==> src/rtl/core/brmf_pkg.sv <==
// ============================================================================
// brmf_pkg
// Shared types and constants for the occupancy bitmap block: payload structs,
// action codes and the job descriptor passed from front to back.
// ============================================================================
package brmf_pkg;

    // Default geometry of the bitmap
    localparam int TOTAL_BITS_DEF = 4096;
    localparam int WORD_BITS_DEF  = 32;

    // Field widths of the item and the result
    localparam int START_W = 12;
    localparam int COUNT_W = 13;
    localparam int POS_W   = 12;

    // Bit index width: start + count reaches 12286 before clipping
    localparam int IDX_W = 14;

    // Depth of the job queue between front and back
    localparam int Q_DEPTH = 2;

    typedef enum logic [1:0] {
        ACT_MARK   = 2'd0,
        ACT_FREE   = 2'd1,
        ACT_SEARCH = 2'd2,
        ACT_UNUSED = 2'd3
    } t_action;

    typedef enum logic [1:0] {
        JOB_MARK   = 2'd0,
        JOB_FREE   = 2'd1,
        JOB_SEARCH = 2'd2,
        JOB_NONE   = 2'd3
    } t_job_op;

    typedef struct packed {
        t_action              action;
        logic [START_W-1:0]   start_req;
        logic [COUNT_W-1:0]   count;
    } t_in;

    typedef struct packed {
        logic                 found;
        logic [POS_W-1:0]     position;
    } t_out;

    // Clipped bit range [lo, hi) and the word that holds bit lo
    typedef struct packed {
        t_job_op              op;
        logic [IDX_W-1:0]     lo;
        logic [IDX_W-1:0]     hi;
        logic [IDX_W-1:0]     word;
    } t_job;

endpackage

==> src/rtl/core/brmf_queue.sv <==
// ============================================================================
// brmf_queue
// Short job queue between front and back so that each side stalls alone.
// ============================================================================
module brmf_queue
    import brmf_pkg::*;
(
    input  logic i_clk,
    input  logic i_rst_n,
    input  logic i_push,
    input  t_job i_data,
    output logic o_full,
    output logic o_valid,
    output t_job o_data,
    input  logic i_pop
);
    localparam int PTR_W = (Q_DEPTH > 1) ? $clog2(Q_DEPTH) : 1;
    localparam int CNT_W = $clog2(Q_DEPTH + 1);

    t_job             r_slot [Q_DEPTH];
    logic [PTR_W-1:0] r_wr_ptr, n_wr_ptr;
    logic [PTR_W-1:0] r_rd_ptr, n_rd_ptr;
    logic [CNT_W-1:0] r_cnt, n_cnt;

    assign o_full  = (r_cnt == CNT_W'(Q_DEPTH));
    assign o_valid = (r_cnt != '0);
    assign o_data  = r_slot[r_rd_ptr];

    // Advance pointers and occupancy
    always_comb begin
        n_wr_ptr = r_wr_ptr;
        n_rd_ptr = r_rd_ptr;
        n_cnt    = r_cnt;
        if (i_push) begin
            n_wr_ptr = (r_wr_ptr == PTR_W'(Q_DEPTH - 1)) ? '0 : r_wr_ptr + 1'b1;
        end
        if (i_pop) begin
            n_rd_ptr = (r_rd_ptr == PTR_W'(Q_DEPTH - 1)) ? '0 : r_rd_ptr + 1'b1;
        end
        if (i_push && !i_pop) begin
            n_cnt = r_cnt + 1'b1;
        end else if (i_pop && !i_push) begin
            n_cnt = r_cnt - 1'b1;
        end
    end

    always_ff @(posedge i_clk) begin
        if (!i_rst_n) begin
            r_wr_ptr <= '0;
            r_rd_ptr <= '0;
            r_cnt    <= '0;
        end else begin
            r_wr_ptr <= n_wr_ptr;
            r_rd_ptr <= n_rd_ptr;
            r_cnt    <= n_cnt;
        end
    end

    // Store pushed job
    always_ff @(posedge i_clk) begin
        if (i_push) begin
            r_slot[r_wr_ptr] <= i_data;
        end
    end

endmodule

==> config.mk <==
export PLATFORM = sky130hd
export DESIGN_NAME = brmf_queue
export DESIGN_NICKNAME = d
export VERILOG_FILES = /design/src/rtl/core/brmf_pkg.sv /design/src/rtl/core/brmf_queue.sv
export SDC_FILE = /design/constraint.sdc
export NUM_CORES = 1
export LEC_CHECK = 0
export BUFFER_PORTS_ARGS = -buffer_cell sky130_fd_sc_hd__buf_4
export CAP_MARGIN = 20
export CORE_MARGIN = 5
export CORE_UTILIZATION = 51
export CTS_CLUSTER_DIAMETER = 80
export DETAILED_ROUTE_END_ITERATION = 16
export GPL_TIMING_DRIVEN = 1
export PLACE_DENSITY = 0.78
export SLEW_MARGIN = 20
export SYNTH_ARGS = -nofsm -noshare
export SYNTH_HDL_FRONTEND = slang
export SYNTH_SLANG_ARGS = --single-unit
==> constraint.sdc <==
create_clock -name i_clk -period 3.8 [get_ports i_clk]
set_input_delay 0.57 -clock i_clk [delete_from_list [all_inputs] [get_ports i_clk]]
set_output_delay 0.57 -clock i_clk [all_outputs]
set_load 0.005 [all_outputs]
==> impl_metrics.tcl, run 1 <==
set metrics [dict create \
    syn_nets 208 \
    pwr_density_cell_mw_per_mm2 501 \
    drc 0 \
    dpl.hpwl_mm 4.00 \
    synth.top_cell.area_share 0.775 \
    finish.instance_area_mm2 0.00441 \
    firstDrtPassIters 4 \
    ys_types 17 \
    cts.repair.resized 0 \
    crit_required_ns 3.23 \
    antenna_found_initial 0 \
    cts-root-buf "clkbuf_8" \
    fin_crit_ns 2.53 \
    drv_slew 0 \
    clk_pin_slew_ns 0.09 \
    die_w_um 91.8 \
    ioPinCount 94 \
    grt_pass1_wl_mm 9.33 \
    drive_gt1_frac 0.598 \
    rows 29 \
    hp-class "input pin to flip-flop" \
    cellLeakagePower_nw 1.66 \
    insertion_delay_ns 0.34 \
    period_share 0.666 \
    nets 308 \
    synth-edff-count 88 \
    crit_fanout 44 \
    worstMarginPinSlew_ns 1.04 \
    synth_area_leader_cell "edfxtp_1" \
    avgRoutedWirePerCell_um 17.8 \
    stdcell_count 341 \
    synth_flop_cell "edfxtp_1" \
    ctsHtreeMaxLevel 3 \
    ys_ff_latch 93 \
    setup_viol 0 \
    first_global_vias 1857 \
    finalSetupTns_ns 0 \
    max_slew_margin 0.304 \
    syn_area_per_cell_um2 21.4 \
    core_mm2 0.00642 \
    yosysWarnings 0 \
    diodes 0 \
    antenna_left 0 \
    setup_slack_ns 1.27 \
    postCtsHoldBufs 0 \
    cts.sinks 93 \
    r2r.worst_path.cells 2 \
    yosys-top-cells-count "edfxtp_1 (88), mux2_2 (44), dfxtp_1 (5)" \
    max_freq_ghz 0.395 \
    worstSetupPathType "flip-flop to primary output" \
    viasPerCell 5.14 \
    portBuffers 93 \
    place_congestion 0.656 \
    drt-total-wl_mm 6.07 \
    grt_overflow 0 \
    syn_area_mm2 0.00341 \
    use_met3 0.0327 \
    crit_path_start_kind "flip-flop" \
    drt_iter0_drc 79 \
    hold_path_depth 1 \
    syn_to_final_growth_pct 29.4 \
    fp.dieH_um 91.8 \
    rsz0062_at_grt "no" \
    fin_worst_skew_ns 0.00361 \
    crit_arrival_ns 1.96 \
    grt_max_degree 45 \
    gr-usage-met1 0.183 \
    place_ws_ns 1.61 \
    fin_util 0.687 \
    irDropWorstVdd_mv 0.300 \
    synth.most_common_cell "edfxtp_1" \
    synthesis.instances 159 \
    async_flop_share 0 \
    place_area_mm2 0.00417 \
    via_count 1753 \
    seq_area_frac_synth 0.804 \
    start_util 0.531 \
    cts_buffers 9 \
    top_usage_layer "met2" \
    synthTopCellsByArea "edfxtp_1 (78%), mux2_2 (15%), dfxtp_1 (2.9%)" \
    finalHoldViolations 0 \
    cts.path.max_buffers 2 \
    postCtsSetupRepairBufs 0 \
    status "finished clean" \
    crit_path_end_kind "primary output" \
    drv_cap 0 \
    cts_tree "done" \
    die-area_mm2 0.00842 \
    grt_use_total 0.147 \
    numPlacedInstances 325 \
    gr-usage-met2 0.240 \
]
==> state kept, by name (all words and copies together), names as in the netlist, named ones only <==
name      count
r_cnt         2
r_rd_ptr      1
r_wr_ptr      1
r_slot       88
==> worst max-delay path, cell delays in order, from the launching register on <==
cell	delay (ns)
dfxtp_2	1.02
mux2_2	0.43
buf_4	0.14
==> final timing paths <==
kind	startpoint	to	slack [ns]
max	flip-flop	o_data[10]	1.27
min reg2reg	r_cnt[1]	r_cnt[1]	0.52
min	i_data[30]	r_slot[1][30]	0.40
max reg2reg	r_wr_ptr	r_slot[0][7]	2.14
==> layout by cell type (no fill, tap or decap), drive strengths merged <==
cell      instances
nor2b             2
and2b             1
o21a              1
dfxtp             5
clkinv            2
mux2             44
inv               1
xnor2             1
edfxtp           88
clkbuf            9
and2              4
or2               1
a21boi            1
bufinv            3
clkinvlp          2
o21ai             1
xor2              2
or3               1
buf              94
ha                1
==> final cells by class <==
class / instances / area [um^2]
Fill cell: 427 / 2010
Clock inverter: 7 / 114
Tap cell: 77 / 96.3
Timing Repair Buffer: 94 / 706
Multi-Input combinational cell: 60 / 623
Sequential cell: 93 / 2740
Inverter: 1 / 3.75
Clock buffer: 9 / 124
==> cells by family after synthesis <==
family	Yosys count	synth area share
flops	93	0.804
mux	44	0.145
simple gates	9	0.0172
buf+inv	6	0.0158
compound gates	3	0.00587
xor+xnor	3	0.00771
fa+ha+maj	1	0.00367
==> power by group <==
| group | leakage [nW] | internal [mW] | switching (mW) |
|---|---|---|---|
| Clock | 0.113 | 0.433 | 0.323 |
| Combinational | 0.684 | 0.151 | 0.0864 |
| Sequential | 0.868 | 1.18 | 0.0323 |
| Total | 1.66 | 1.77 | 0.442 |
==> metrics by stage <==
stage,hold slack (ns),power [mW]
finish,0.403,2.21
global route,0.382,2.28
CTS,0.385,2.23
detailed placement,0.512,1.48
global placement,0.482,1.47
floorplan,0.461,1.34
==> metal layers <==
metal | wire, um | up-vias
li1 | - | 817
met1 | 2540 | 871
met2 | 3070 | 56
met3 | 335 | 9
met4 | 130 | 0
met5 | 0 | -
Note: power is estimated with default switching activity, not from simulation.
==> run 2: changes to the inputs <==
Clock period 3.8 ns to 2.37 ns, I/O delays scaled along.
==> run 2 against run 1 <==
Compared with the run above:
- total power grew 65%
- sequential power grew 60%
- register-to-register slack worse by 1.2 ns
- clock-buffer cell count increased by 1
- sequential share of layout area shrank 1.1 points
- critical path type unchanged
- clock skew is 0.0051 ns higher
- die area did not move
- largest power group unchanged
- clock power grew 74%
==> impl_metrics.tcl, run 2 (synthesis gave the netlist of run 1 again) <==
set metrics [dict create \
    drc 0 \
    finalHoldViolations 0 \
    top_usage_layer "met2" \
    drv_slew 0 \
    crit_required_ns 2.01 \
    largest_register_ffs 88 \
    worstPathCellList "buf_12 > mux2_2 > buf_4" \
    start_util 0.531 \
    max_slew_margin 0.672 \
    place_congestion 0.696 \
    dpl.hpwl_mm 4.00 \
    drt_iter0_drc 75 \
    drt-total-wl_mm 5.96 \
    syn_to_final_growth_pct 31.6 \
    cts.path.max_buffers 2 \
    cellLeakagePower_nw 1.69 \
    gr-usage-met2 0.259 \
    hp-start "i_data[39]" \
    rows 29 \
    drive_gt1_frac 0.602 \
    cts-root-buf "clkbuf_8" \
    ctsHtreeMaxLevel 3 \
    finalPower_mw 3.65 \
    gr-usage-met1 0.163 \
    p_clk_frac 0.361 \
    diodes 0 \
    clk_pin_slew_ns 0.09 \
    viasPerCell 4.95 \
    nets 310 \
    ioPinCount 94 \
    first_global_vias 1864 \
    max_freq_ghz 0.478 \
    pwr_density_cell_mw_per_mm2 814 \
    rsz0062_at_grt "no" \
    slowest_stage "dfxtp_2" \
    intPower_mw 2.95 \
    grt_pass1_wl_mm 9.21 \
    crit_fanout 28 \
    drv_cap 0 \
    cts_buffers 9 \
    grt_overflow 0 \
    final_cell_mix "buf_4 (93), edfxtp_1 (88), mux2_2 (44), clkbuf_8 (9)" \
    die_w_um 91.8 \
    period_share 0.883 \
    r2r_start "r_wr_ptr" \
    swShare 0.191 \
    use_met3 0.0344 \
    antenna_left 0 \
    fin_crit_ns 2.09 \
    cts.repair.resized 0 \
    worstMarginPinSlew_ns 0.491 \
    fin_worst_skew_ns 0.00871 \
    fin_util 0.699 \
    hp-class "input pin to flip-flop" \
    pwr-share-seq 0.528 \
    top_register "r_slot" \
    crit_arrival_ns 1.74 \
    antenna_found_initial 0 \
    setup_viol 0 \
    fp.dieH_um 91.8 \
    crit_path_end_kind "primary output" \
    worstSetupPathType "flip-flop to primary output" \
    postCtsHoldBufs 0 \
    crit_path_max_incr_delay_ns 0.63 \
    crit_path_start_kind "flip-flop" \
    top_regs "r_slot x88, r_cnt x2" \
    fill_cells 430 \
    switching_power_mw 0.698 \
    irDropWorstVdd_mv 0.473 \
    core_mm2 0.00642 \
    status "finished clean" \
    avgRoutedWirePerCell_um 17.4 \
    p_comb_frac 0.111 \
    finalSetupTns_ns 0 \
    firstDrtPassIters 4 \
    portBuffers 93 \
    die-area_mm2 0.00842 \
    grt_use_total 0.144 \
    cts_tree "done" \
    via_count 1697 \
    cts.sinks 93 \
    postCtsSetupRepairBufs 0 \
    grt_max_degree 37 \
    insertion_delay_ns 0.34 \
    final_common_cell "buf_4" \
]
## run 2: cell types whose count changed in the layout (fill, tap and decap cells not counted)
| cell | previous run | this run |
|---|---|---|
| and2_2 | 0 | 1 |
| buf_12 | 0 | 3 |
| clkinv_1 | 1 | 0 |
| clkinv_2 | 1 | 0 |
| and2_4 | 1 | 0 |
| clkbuf_1 | 0 | 1 |
| bufinv_16 | 3 | 4 |
| buf_4 | 94 | 93 |
## run 2: stage by stage
step / worst slack (ns) / cells / cell area, um^2 / hold WS (ns)
final: 0.277 / 343 / 4490 / 0.197
after global routing: 0.184 / 343 / 4490 / 0.168
after CTS: 0.234 / 343 / 4490 / 0.175
after detailed placement: 0.631 / 327 / 4220 / 0.512
after global placement: 0.653 / 327 / 4220 / 0.480
after floorplan: 0.405 / 159 / 3410 / 0.454
## run 2: path summary, 6_finish.rpt
| check | end | slack, ns | cells past startpoint |
|---|---|---|---|
| max | o_data[19] | 0.28 | 3 |
| min | r_slot[1][39] | 0.20 | 1 |
| max reg2reg | r_slot[1][22] | 0.92 | 2 |
| min reg2reg | r_cnt[1] | 0.52 | 2 |
## run 2: layer usage
layer / part of all wire / wire length [um]
met5: 0 / 0
met4: 0.0099 / 59
met3: 0.051 / 306
met2: 0.55 / 3260
met1: 0.39 / 2340
## run 2: critical path, delay by kind of cell, from the launching register on
kind | cells | cell delay, ns
buf+inv | 2 | 0.40
mux | 1 | 0.37
flops | 1 | 0.63
## run 2: layout make-up
class,count,area [um^2],share of cell area
clock buffers,10,128,0.0284
inverters,1,3.75,0.000837
clock inverters,6,135,0.0301
repair buffers,96,758,0.169
well taps,77,96.3,0.0215
flip-flops and latches,93,2740,0.612
multi-input cells,60,622,0.139
## run 2: power groups by stage
| stage | Clock, mW | Combinational (mW) | Sequential (mW) |
|---|---|---|---|
| 2_1_floorplan | 0 | 0.195 | 1.95 |
| 3_3_place_gp | 0 | 0.408 | 1.96 |
| 3_5_place_dp | 0 | 0.413 | 1.97 |
| 4_1_cts | 1.35 | 0.416 | 1.93 |
| 5_1_grt | 1.43 | 0.440 | 1.94 |
| 6_report | 1.32 | 0.406 | 1.93 |
