--- src/rtl/core/brmf_pkg.sv ---
// ============================================================================
// brmf_pkg
// Shared types and constants for the occupancy bitmap block: payload structs,
// action codes and the job descriptor passed from front to back.
// ============================================================================
package brmf_pkg;

    // Default geometry of the bitmap
    localparam int TOTAL_BITS_DEF = 4096;
    localparam int WORD_BITS_DEF  = 32;

    // Field widths of the item and the result
    localparam int START_W = 12;
    localparam int COUNT_W = 13;
    localparam int POS_W   = 12;

    // Bit index width: start + count reaches 12286 before clipping
    localparam int IDX_W = 14;

    // Depth of the job queue between front and back
    localparam int Q_DEPTH = 2;

    typedef enum logic [1:0] {
        ACT_MARK   = 2'd0,
        ACT_FREE   = 2'd1,
        ACT_SEARCH = 2'd2,
        ACT_UNUSED = 2'd3
    } t_action;

    typedef enum logic [1:0] {
        JOB_MARK   = 2'd0,
        JOB_FREE   = 2'd1,
        JOB_SEARCH = 2'd2,
        JOB_NONE   = 2'd3
    } t_job_op;

    typedef struct packed {
        t_action              action;
        logic [START_W-1:0]   start_req;
        logic [COUNT_W-1:0]   count;
    } t_in;

    typedef struct packed {
        logic                 found;
        logic [POS_W-1:0]     position;
    } t_out;

    // Clipped bit range [lo, hi) and the word that holds bit lo
    typedef struct packed {
        t_job_op              op;
        logic [IDX_W-1:0]     lo;
        logic [IDX_W-1:0]     hi;
        logic [IDX_W-1:0]     word;
    } t_job;

endpackage

--- src/rtl/core/brmf_front.sv ---
// ============================================================================
// brmf_front
// Classifies an incoming item: clips its range to the capacity, finds the
// first word it touches and turns empty or unused requests into no-op jobs.
// ============================================================================
module brmf_front
    import brmf_pkg::*;
#(
    parameter int TOTAL_BITS = TOTAL_BITS_DEF,
    parameter int WORD_BITS  = WORD_BITS_DEF
) (
    input  t_in  i_item,
    output t_job o_job
);
    // Capacity as a bit index, never above what IDX_W can hold
    localparam int CAP = (TOTAL_BITS < (2**IDX_W - 1)) ? TOTAL_BITS : (2**IDX_W - 1);
    localparam logic [IDX_W-1:0] CAP_V = IDX_W'(CAP);

    // Exact reciprocal for start / WORD_BITS over all START_W-bit starts
    localparam int DIV_SH = START_W + $clog2(WORD_BITS);
    localparam int DIV_M  = (2**DIV_SH + WORD_BITS - 1) / WORD_BITS;
    localparam int MUL_W  = START_W + DIV_SH + 2;

    logic [IDX_W-1:0] start_ix;
    logic [IDX_W-1:0] range_sum;
    logic [IDX_W-1:0] range_hi;
    logic [IDX_W-1:0] search_hi;
    logic [MUL_W-1:0] div_prod;
    logic [IDX_W-1:0] first_word;

    // Clip the range end and the search length
    assign start_ix  = IDX_W'(i_item.start_req);
    assign range_sum = start_ix + IDX_W'(i_item.count);
    assign range_hi  = (range_sum > CAP_V) ? CAP_V : range_sum;
    assign search_hi = (IDX_W'(i_item.count) > CAP_V) ? CAP_V : IDX_W'(i_item.count);

    // Word holding the first bit of the range
    assign div_prod   = MUL_W'(i_item.start_req) * MUL_W'(DIV_M);
    assign first_word = IDX_W'(div_prod >> DIV_SH);

    // Build the job
    always_comb begin
        o_job.op   = JOB_NONE;
        o_job.lo   = '0;
        o_job.hi   = '0;
        o_job.word = '0;
        unique case (i_item.action) inside
            ACT_MARK, ACT_FREE: begin
                o_job.lo   = start_ix;
                o_job.hi   = range_hi;
                o_job.word = first_word;
                if (start_ix < range_hi) begin
                    o_job.op = (i_item.action == ACT_MARK) ? JOB_MARK : JOB_FREE;
                end
            end
            ACT_SEARCH: begin
                o_job.hi = search_hi;
                if (search_hi != '0) begin
                    o_job.op = JOB_SEARCH;
                end
            end
            default: begin
                o_job.op = JOB_NONE;
            end
        endcase
    end

endmodule

--- config.mk ---
export PLATFORM = sky130hd
export DESIGN_NAME = brmf_front
export DESIGN_NICKNAME = d
export VERILOG_FILES = /design/src/rtl/core/brmf_pkg.sv /design/src/rtl/core/brmf_front.sv
export SDC_FILE = /design/constraint.sdc
export NUM_CORES = 1
export LEC_CHECK = 0
export BUFFER_PORTS_ARGS = -buffer_cell sky130_fd_sc_hd__buf_4
export CAP_MARGIN = 40
export CORE_UTILIZATION = 25
export DETAILED_ROUTE_END_ITERATION = 7
export MAX_ROUTING_LAYER = met4
export SLEW_MARGIN = 20
export SYNTH_ARGS = -nofsm -noshare
export SYNTH_HDL_FRONTEND = slang
export SYNTH_SLANG_ARGS = --single-unit
export TNS_END_PERCENT = 50
--- constraint.sdc ---
create_clock -name vclk -period 5
set_clock_uncertainty 0.15 [all_clocks]
set_input_delay 0.75 -clock vclk [all_inputs]
set_output_delay 0.75 -clock vclk [all_outputs]
set_load 0.02 [all_outputs]
==> summary.txt, run 1 <==
Power and ir drop
  – Max VDD drop: 52.6 uV
  – LEAKAGE: 1.20 nW
  – Pwr dens: 141 nW/um^2
  – PnR Total Power: 0.000346 W

Layout
  – Reg area: 0 um^2
  – Final antenna diode count: 0
  – Nets: 358
  – # clk buffers: 0
  – Synth-to-Final Area Change: 72.4%
  – Share of cells above drive strength 1: 0.489
  – Num sequential: 0
  – Post-route insts no fill: 377
  – Fillers: 553

Placed design
  – Routability congestion estimate: 0.884
  – Dpl hpwl: 4380 um
  – Placed cell count: 369
  – I/O Buffers: 61

Timing
  – RSZ-0062 raised after global routing: yes
  – Slew Limit Fails: 0
  – Max Clk Rate: 0.183 GHz
  – Final setup vio count: 2
  – Final Critical Period: 5.45 ns
  – Period utilisation layout: 1.09
  – Final hold vios: 0
  – Final setup margin: -0.454 ns

Logic synthesis
  – Top-area cell type share of the netlist area: 0.203
  – Cell taking the most area after synthesis: ha_1
  – Top cells by area, synth: ha_1, buf_4, nor2b_1
  – Number of distinct library cells after synthesis: 51
  – Ys Warns: 0
  – Sequential-to-total area share from yosys stat: 0
  – Syn Area/Cell: 7.46 um^2
  – Mapped Area: 1420 um^2
  – Mapped Cells: 190

Floorplan
  – Chip Height: 77.3 um
  – Starting Density: 0.259
  – Row count: 27
  – IO Pins: 71
  – Chip Width: 77.3 um
  – Die footprint: 5980 um^2
  – Core Area: 5470 um^2

Route
  – Vias: 1873
  – Via/cell ratio: 4.97
  – 1st-pass router iterations: 4
  – Total wire length: 5200 um
  – Routed length per instance: 13.8 um
  – Routed Antenna Nets: 0
  – Drc violations: 0
  – Drt first-iter violations: 77

Global route
  – Initial antenna violation count: 0
  – First-pass GRT wire length: 8250 um
  – GRT Residual Overflow: 0
  – Largest net degree at the start of global routing: 18
  – GRT Total Usage: 0.171
  – Vias in the first global route: 1818

Worst setup path
  – Buf/Inv on CP: 4
  – Crit Path Category: input pin to output pin
  – Crit. End Element: output pin
  – Slowest cell delay on critical path: 0.54 ns
  – Top Family by Delay on Critical Path: simple AND/OR/NAND/NOR gates
  – Slowest stage cell, crit path: or4_1
  – Critical Path Start: i_item[6]
  – Critical Path RT: 4.10 ns
  – Startpoint Class: input pin
  – CP Data Arrival Time: 4.55 ns
  – Critical-path cell list: buf_4 -> ha_1 -> buf_4 -> a21oi_1 -> a2bb2oi_1 -> nand4_1 -> or4_1 -> or4_4 -> o31ai_4 -> buf_6 -> nand2_2 -> ha_1 -> nand2_1 -> o21ai_2 -> nand3_1 -> a31o_4 -> o21ai_4 -> buf_6
  – Crit path max fanout: 5

Run
  – Max_cap viols: 0

Hold path
  – Hold_sp: i_item[25]
  – Hold Path Class: input pin to output pin

Run status
  – Status: finished, violations left
  – Failing checks: setup timing
metal layers:
layer / vias up / routed length [um] / GRT usage
met4: 0 / 86 / 0.0245
met2: 54 / 2710 / 0.326
met1: 878 / 2260 / 0.203
met5: - / 0 / -
li1: 935 / - / -
met3: 6 / 148 / 0.00238
cell families (layout without fill, tap and decap cells):
kind of cell | after synthesis | count (layout) | share of synthesized area
AO/OA/AOI/OAI | 61 | 61 | 0.330
XOR/XNOR | 7 | 7 | 0.0432
other | 1 | 10 | 0.00265
buffers and inverters | 28 | 134 | 0.131
adder cells (fa/ha/maj) | 24 | 24 | 0.217
AND/OR/NAND/NOR | 65 | 65 | 0.246
multiplexers | 4 | 4 | 0.0300
power by group:
group          leakage, nW  internal (W)  switching (W)
Combinational         1.20      0.000175       0.000171
Clock                    0             0              0
Sequential               0             0              0
Total                 1.20      0.000175       0.000171
stage by stage:
step / hold WS [ns] / setup WS, ns / cell area (um^2) / util / TNS [ns]
floorplan: 1.43 / -0.131 / 1460 / - / -0.247
global placement: 1.68 / -0.558 / 2290 / 0.419 / -1.08
detailed placement: 1.69 / -0.616 / 2290 / 0.419 / -1.20
CTS: 1.67 / -0.417 / 2410 / 0.440 / -0.832
global route: 1.70 / -0.629 / 2440 / 0.447 / -1.20
finish: 1.67 / -0.454 / 2440 / 0.447 / -0.885
final timing paths:
path / end / slack [ns] / cells past startpoint
worst min-delay path: o_job[42] / 1.67 / 4
worst max-delay path: o_job[42] / -0.45 / 18
tightest hold or removal path, stage by stage:
cell and delay, ns:
buf_4 0.10, a21oi_1 0.06, o21ai_4 0.06, buf_6 0.11
layout by cell type, fill, tap and decap left out, drive strengths merged, types with 2 or more instances in the layout:
cell type  instances
buf              127
ha                23
nand2             19
nor2b             13
a21oi             13
nor2              11
a21o              10
conb              10
o21ai              9
a32o               6
a22o               6
inv                5
xnor2              5
nand3              4
nor4               3
a211oi             3
mux2i              2
nor3               2
xor2               2
mux2               2
nand4              2
and4               2
a221oi             2
o31ai              2
or4                2
cells in the mapped netlist, types with 2 or more instances:
master    count
a21oi_1      13
buf_6         2
o21ai_0       9
buf_4        17
nor2_1       11
a22o_1        6
nor4_1        3
mux2_2        2
inv_1         5
ha_1         23
a32o_1        6
nand3_1       4
mux2i_1       2
nand4_1       2
nor3_1        2
xnor2_1       5
a211oi_1      3
a21o_1       10
clkbuf_1      2
nand2_1      19
nor2b_1      13
xor2_1        2
cell type report:
class / instances / area (um^2) / area share
Multi-Input combinational cell: 171 / 1350 / 0.552
Tap cell: 72 / 90.1 / 0.0369
Timing Repair Buffer: 128 / 981 / 0.401
Inverter: 6 / 22.5 / 0.00922
what timing repair did:
item	in CTS	in global routing
setup buffers	6	1
hold buffers	0	0
pin swaps	22	6
gates resized for setup	19	3
endpoints found under the setup margin	2	2
(Power assumes the default switching activity.)
==> inputs of run 2 (changes only) <==
Clock period 5 ns to 5.05 ns, I/O delays scaled along.
==> run 2 against run 1 <==
  * The flow still finishes with violations (setup timing)
  * Die area did not move
  * Design area fell by 4.7%
  * Via count fell by 4.0%
  * Final cell count fell by 1.6%
  * Critical path depth did not move
  * Sequential share of layout area did not move
  * Global-route usage barely moved
  * Worst hold slack improved by 0.0087 ns
  * Setup slack got worse by 0.048 ns
==> summary.txt, run 2 (synthesis results as in run 1) <==
Run status
  – Status: finished, violations left
  – Failing checks: setup timing

Power and ir drop
  – Pwr dens: 137 nW/um^2 (-3.1%)
  – LEAKAGE: 1.16 nW (-3.0%)
  – Max VDD drop: 47.5 uV (-9.7%)

Global route
  – GRT Residual Overflow: 0 (unchanged)
  – Initial antenna violation count: 0 (unchanged)
  – First-pass GRT wire length: 8140 um (-1.3%)
  – Largest net degree at the start of global routing: 18 (unchanged)
  – GRT Total Usage: 0.171 (about the same)
  – Vias in the first global route: 1820 (+0.11%)

Floorplan
  – Chip Height: 77.3 um (unchanged)
  – Chip Width: 77.3 um (unchanged)
  – Die footprint: 5980 um^2 (unchanged)
  – IO Pins: 71 (unchanged)
  – Starting Density: 0.259 (unchanged)
  – Row count: 27 (unchanged)
  – Core Area: 5470 um^2 (unchanged)

Worst setup path
  – Crit Path Category: input pin to output pin
  – Startpoint Class: input pin
  – Crit path max fanout: 4 (-1)
  – Crit. End Element: output pin
  – Critical Path RT: 4.14 ns (+0.04 ns)
  – CP Data Arrival Time: 4.64 ns (+0.09 ns)

Layout
  – # clk buffers: 0 (unchanged)
  – Most common cell after layout, fill and taps aside: buf_4
  – Nets: 352 (-1.7%)
  – Reg area: 0 um^2 (unchanged)
  – Synth-to-Final Area Change: 64.3%
  – Num sequential: 0 (unchanged)
  – Final antenna diode count: 0 (unchanged)
  – Most frequent cells in the layout: buf_4, ha_1, nand2_1
  – Fillers: 573 (+3.6%)
  – Share of cells above drive strength 1: 0.458 (-0.0303)
  – Final Util: 0.425 (-0.0210)
  – Post-route insts no fill: 371 (-1.6%)

Route
  – Routed Antenna Nets: 0 (unchanged)
  – Drc violations: 0 (unchanged)
  – Routed length per instance: 13.6 um (-1.2%)
  – 1st-pass router iterations: 4 (unchanged)
  – Via/cell ratio: 4.85 (-2.5%)
  – Total wire length: 5050 um (-2.8%)
  – Drt first-iter violations: 84 (+9.1%)
  – Vias: 1798 (-4.0%)

Placed design
  – Dpl hpwl: 4400 um (+0.51%)
  – Routability congestion estimate: 0.897 (+1.4%)
  – I/O Buffers: 61 (unchanged)
  – Placed cell count: 369 (unchanged)

Timing
  – Final setup margin: -0.502 ns (-0.0483 ns)
  – Slew Limit Fails: 0 (unchanged)
  – Final hold vios: 0 (unchanged)
  – Setup TNS: -0.969 ns (-0.0841 ns)
  – RSZ-0062 raised after global routing: yes
  – Period utilisation layout: 1.10
  – Final setup vio count: 2 (unchanged)
  – Max Clk Rate: 0.180 GHz
  – Final Critical Period: 5.55 ns

Hold path
  – Hold Path Class: input pin to output pin
  – WHS Path Cells: 4 (unchanged)

Run
  – Max_cap viols: 0 (unchanged)

Clocking
  – Post-CTS Hold Buffers: 0 (unchanged)
run 2: final cells by class:
class / instances / area [um^2] / area share
Multi-Input combinational cell: 171 / 1300 / 0.558
Timing Repair Buffer: 122 / 917 / 0.394
Tap cell: 72 / 90.1 / 0.0387
Inverter: 6 / 22.5 / 0.00967
run 2: report_power, final:
part | leakage (nW) | switching, W | internal, W
registers | 0 | 0 | 0
logic | 1.16 | 0.000161 | 0.000158
clock network | 0 | 0 | 0
total | 1.16 | 0.000161 | 0.000158
run 2: path summary, 6_finish.rpt:
path / startpoint / end
max: i_item[0] / o_job[42]
min: i_item[25] / o_job[42]
run 2: timing repair:
action,CTS,global route
pin swaps,4,0
endpoints found under the setup margin,2,2
buffers inserted,1,0
gates resized for setup,6,1
run 2: metal layers:
metal / routed length [um] / up-vias / GRT usage / part of all wire
met3: 135 / 8 / 0.00238 / 0.027
met1: 2220 / 826 / 0.205 / 0.44
met5: 0 / - / - / 0
li1: - / 919 / - / -
met2: 2590 / 45 / 0.318 / 0.51
met4: 100 / 0 / 0.0358 / 0.020
run 2: worst max-delay path: stages:
cell and delay [ns]:
buf_4 0.11, ha_2 0.20, fa_2 0.35, a21o_1 0.21
a221oi_4 0.31, xnor2_2 0.11, or4_1 0.48, or4_4 0.46
o31ai_4 0.30, nand2_1 0.11, ha_1 0.28, a21o_1 0.11
a21oi_1 0.06, o21ai_1 0.18, nand3_1 0.10, a31o_2 0.26
o21ai_4 0.12, buf_6 0.13
run 2: stage by stage:
stage	instance area (um^2)	setup slack (ns)	hold WS (ns)	power [W]
4_1_cts	2320	-0.491	1.68	0.000316
3_5_place_dp	2290	-0.655	1.70	0.000309
2_1_floorplan	1460	-0.0963	1.44	0.000175
3_3_place_gp	2290	-0.521	1.70	0.000306
6_report	2330	-0.502	1.68	0.000319
5_1_grt	2330	-0.640	1.70	0.000348
==> inputs of run 3 (changes only) <==
Clock period 5.05 ns to 4.7 ns, I/O delays scaled along.
==> run 3 against run 2 <==
  * Critical path type unchanged
  * The run still ends with setup timing left
  * Worst hold slack lost 0.10 ns
  * Routed wire length grew 6.1%
  * Critical path depth is 1 higher
  * Total power up 21%
  * Highest routed layer unchanged
==> summary.txt, run 3 (synthesis results as in run 1) <==
Worst setup path
  – Crit Path Category: input pin to output pin
  – CP Data Arrival Time: 4.39 ns (-0.25 ns)
  – Crit. End Element: output pin
  – Critical Path RT: 3.85 ns (-0.29 ns)
  – Critical Path Start: i_item[13]
  – Startpoint Class: input pin
  – Crit path max fanout: 4 (unchanged)

Global route
  – GRT Residual Overflow: 0 (unchanged)
  – Vias in the first global route: 1913 (+5.1%)
  – Largest net degree at the start of global routing: 18 (unchanged)
  – GR peak layer: met2
  – Met1 Track Usage GR: 0.220 (+0.0148)
  – First-pass GRT wire length: 8800 um (+8.1%)
  – GRT Total Usage: 0.183 (+0.0117)
  – Initial antenna violation count: 0 (unchanged)
  – GRT met3 Usage: 0.00952 (+0.00714)
  – M2 GR Usage: 0.330 (+0.0124)

Floorplan
  – Chip Height: 77.3 um (unchanged)
  – Row count: 27 (unchanged)
  – Starting Density: 0.259 (unchanged)
  – IO Pins: 71 (unchanged)
  – Core Area: 5470 um^2 (unchanged)
  – Die footprint: 5980 um^2 (unchanged)
  – Chip Width: 77.3 um (unchanged)

Power and ir drop
  – Sw frac: 0.489 (-0.0149)
  – Internal: 0.000197 W (+25%)
  – Clock Power Share: 0 (unchanged)
  – Pwr dens: 152 nW/um^2 (+11%)
  – Comb pwr share: 1.000 (about the same)
  – Max VDD drop: 52.3 uV (+10%)
  – Switching Power: 0.000189 W (+17%)
  – LEAKAGE: 1.24 nW (+6.5%)
  – Sequential power share: 0 (unchanged)

Placed design
  – I/O Buffers: 61 (unchanged)
  – Dpl hpwl: 4450 um (+0.95%)
  – Routability congestion estimate: 0.912 (+1.7%)
  – Placed cell count: 374 (+1.4%)

Run
  – Max_cap viols: 0 (unchanged)

Layout
  – Share of cells above drive strength 1: 0.523 (+0.0644)
  – Final antenna diode count: 0 (unchanged)
  – Fillers: 554 (-3.3%)
  – Most frequent cells in the layout: buf_4, ha_1, nand2_1
  – Post-route insts no fill: 382 (+3.0%)
  – Most common cell after layout, fill and taps aside: buf_4
  – Num sequential: 0 (unchanged)
  – Synth-to-Final Area Change: 79.3%
  – Reg area: 0 um^2 (unchanged)
  – # clk buffers: 0 (unchanged)
  – Nets: 363 (+3.1%)

Timing
  – RSZ-0062 raised after global routing: yes
  – Slew Limit Fails: 0 (unchanged)
  – Max Clk Rate: 0.191 GHz
  – Least-Margin Pin Slew: 0.784 ns
  – Final setup vio count: 2 (unchanged)
  – Final Critical Period: 5.24 ns
  – Final setup margin: -0.544 ns (-0.0420 ns)
  – Setup TNS: -1.06 ns (-0.0892 ns)
  – Final hold vios: 0 (unchanged)
  – Slew margin rel.: 0.471
  – Period utilisation layout: 1.12

Route
  – Via/cell ratio: 5.00 (+3.2%)
  – Drt first-iter violations: 59 (-30%)
  – Routed length per instance: 14.0 um (+3.1%)
  – Total wire length: 5360 um (+6.1%)
  – Vias: 1910 (+6.2%)
  – Routed Antenna Nets: 0 (unchanged)
  – 1st-pass router iterations: 4 (unchanged)
  – Drc violations: 0 (unchanged)

Run status
  – Status: finished, violations left
  – Failing checks: setup timing

Hold path
  – WHS Path Cells: 4 (unchanged)
  – Hold path endpoint: o_job[42]
  – Hold Path Class: input pin to output pin
  – Hold_sp: i_item[25]

Clocking
  – Post-CTS Hold Buffers: 0 (unchanged)
## run 3: cell types whose count changed in the layout (fill, tap and decap cells not counted), moves of 2 or more
cell	before	now
ha_1	22	17
buf_8	0	2
a21oi_1	12	10
buf_6	1	3
buf_4	120	128
a21oi_2	1	3
ha_4	0	5
nand2_1	19	16
o21ai_0	7	4
o21ai_2	0	2
nand2_2	0	2
## run 3: repair_timing
item,CTS,global route
hold endpoints to repair,0,0
pin swaps,21,16
buffers inserted,5,3
setup endpoints to repair,2,2
resized for setup,19,14
## run 3: area by class of cell
class / instances / area [um^2] / share of cell area
multi-input combinational: 171 / 1410 / 0.553
timing repair buffer: 133 / 1020 / 0.403
tap: 72 / 90.1 / 0.0354
inverter: 6 / 22.5 / 0.00886
## run 3: how the worst max path moves through the flow
stage	to	slack (ns)	cells past startpoint
2_1_floorplan	o_job[42]	-0.34	16
3_3_place_gp	o_job[42]	-0.76	18
3_5_place_dp	o_job[42]	-0.85	18
4_1_cts	o_job[43]	-0.66	17
5_1_grt	o_job[42]	-0.69	19
6_report	o_job[42]	-0.54	19
## run 3: per-stage QoR
| step | setup slack (ns) | total power [W] | cell area, um^2 | hold slack (ns) | util |
|---|---|---|---|---|---|
| after global routing | -0.690 | 0.000416 | 2540 | 1.60 | 0.465 |
| final | -0.544 | 0.000386 | 2540 | 1.58 | 0.465 |
| after global placement | -0.762 | 0.000335 | 2330 | 1.59 | 0.425 |
| after detailed placement | -0.849 | 0.000338 | 2330 | 1.60 | 0.425 |
| after CTS | -0.657 | 0.000363 | 2460 | 1.58 | 0.449 |
| after floorplan | -0.341 | 0.000188 | 1460 | 1.34 | - |
## run 3: power by group through the flow
stage	Combinational [W]	Sequential [W]	Clock, W
6_report	0.000386	0	0
3_3_place_gp	0.000335	0	0
2_1_floorplan	0.000188	0	0
4_1_cts	0.000363	0	0
3_5_place_dp	0.000338	0	0
5_1_grt	0.000416	0	0
## run 3: routing by layer
metal  share of wire  vias up
li1                -      942
met1            0.44      914
met2            0.51       38
met3           0.022       16
met4           0.035        0
met5               0        -
## run 3: worst max-delay path, cell delays in order
cell and delay, ns:
buf_8 0.10, ha_4 0.16, fa_2 0.35, a21o_1 0.23
a221oi_4 0.28, buf_4 0.17, o21ai_2 0.06, xnor2_1 0.16
or4_4 0.56, o31ai_4 0.27, nand2_1 0.09, ha_1 0.28
a21o_1 0.12, a21oi_2 0.06, o21ai_2 0.19, nand3_2 0.10
a31o_4 0.24, o21ai_4 0.14, buf_6 0.13
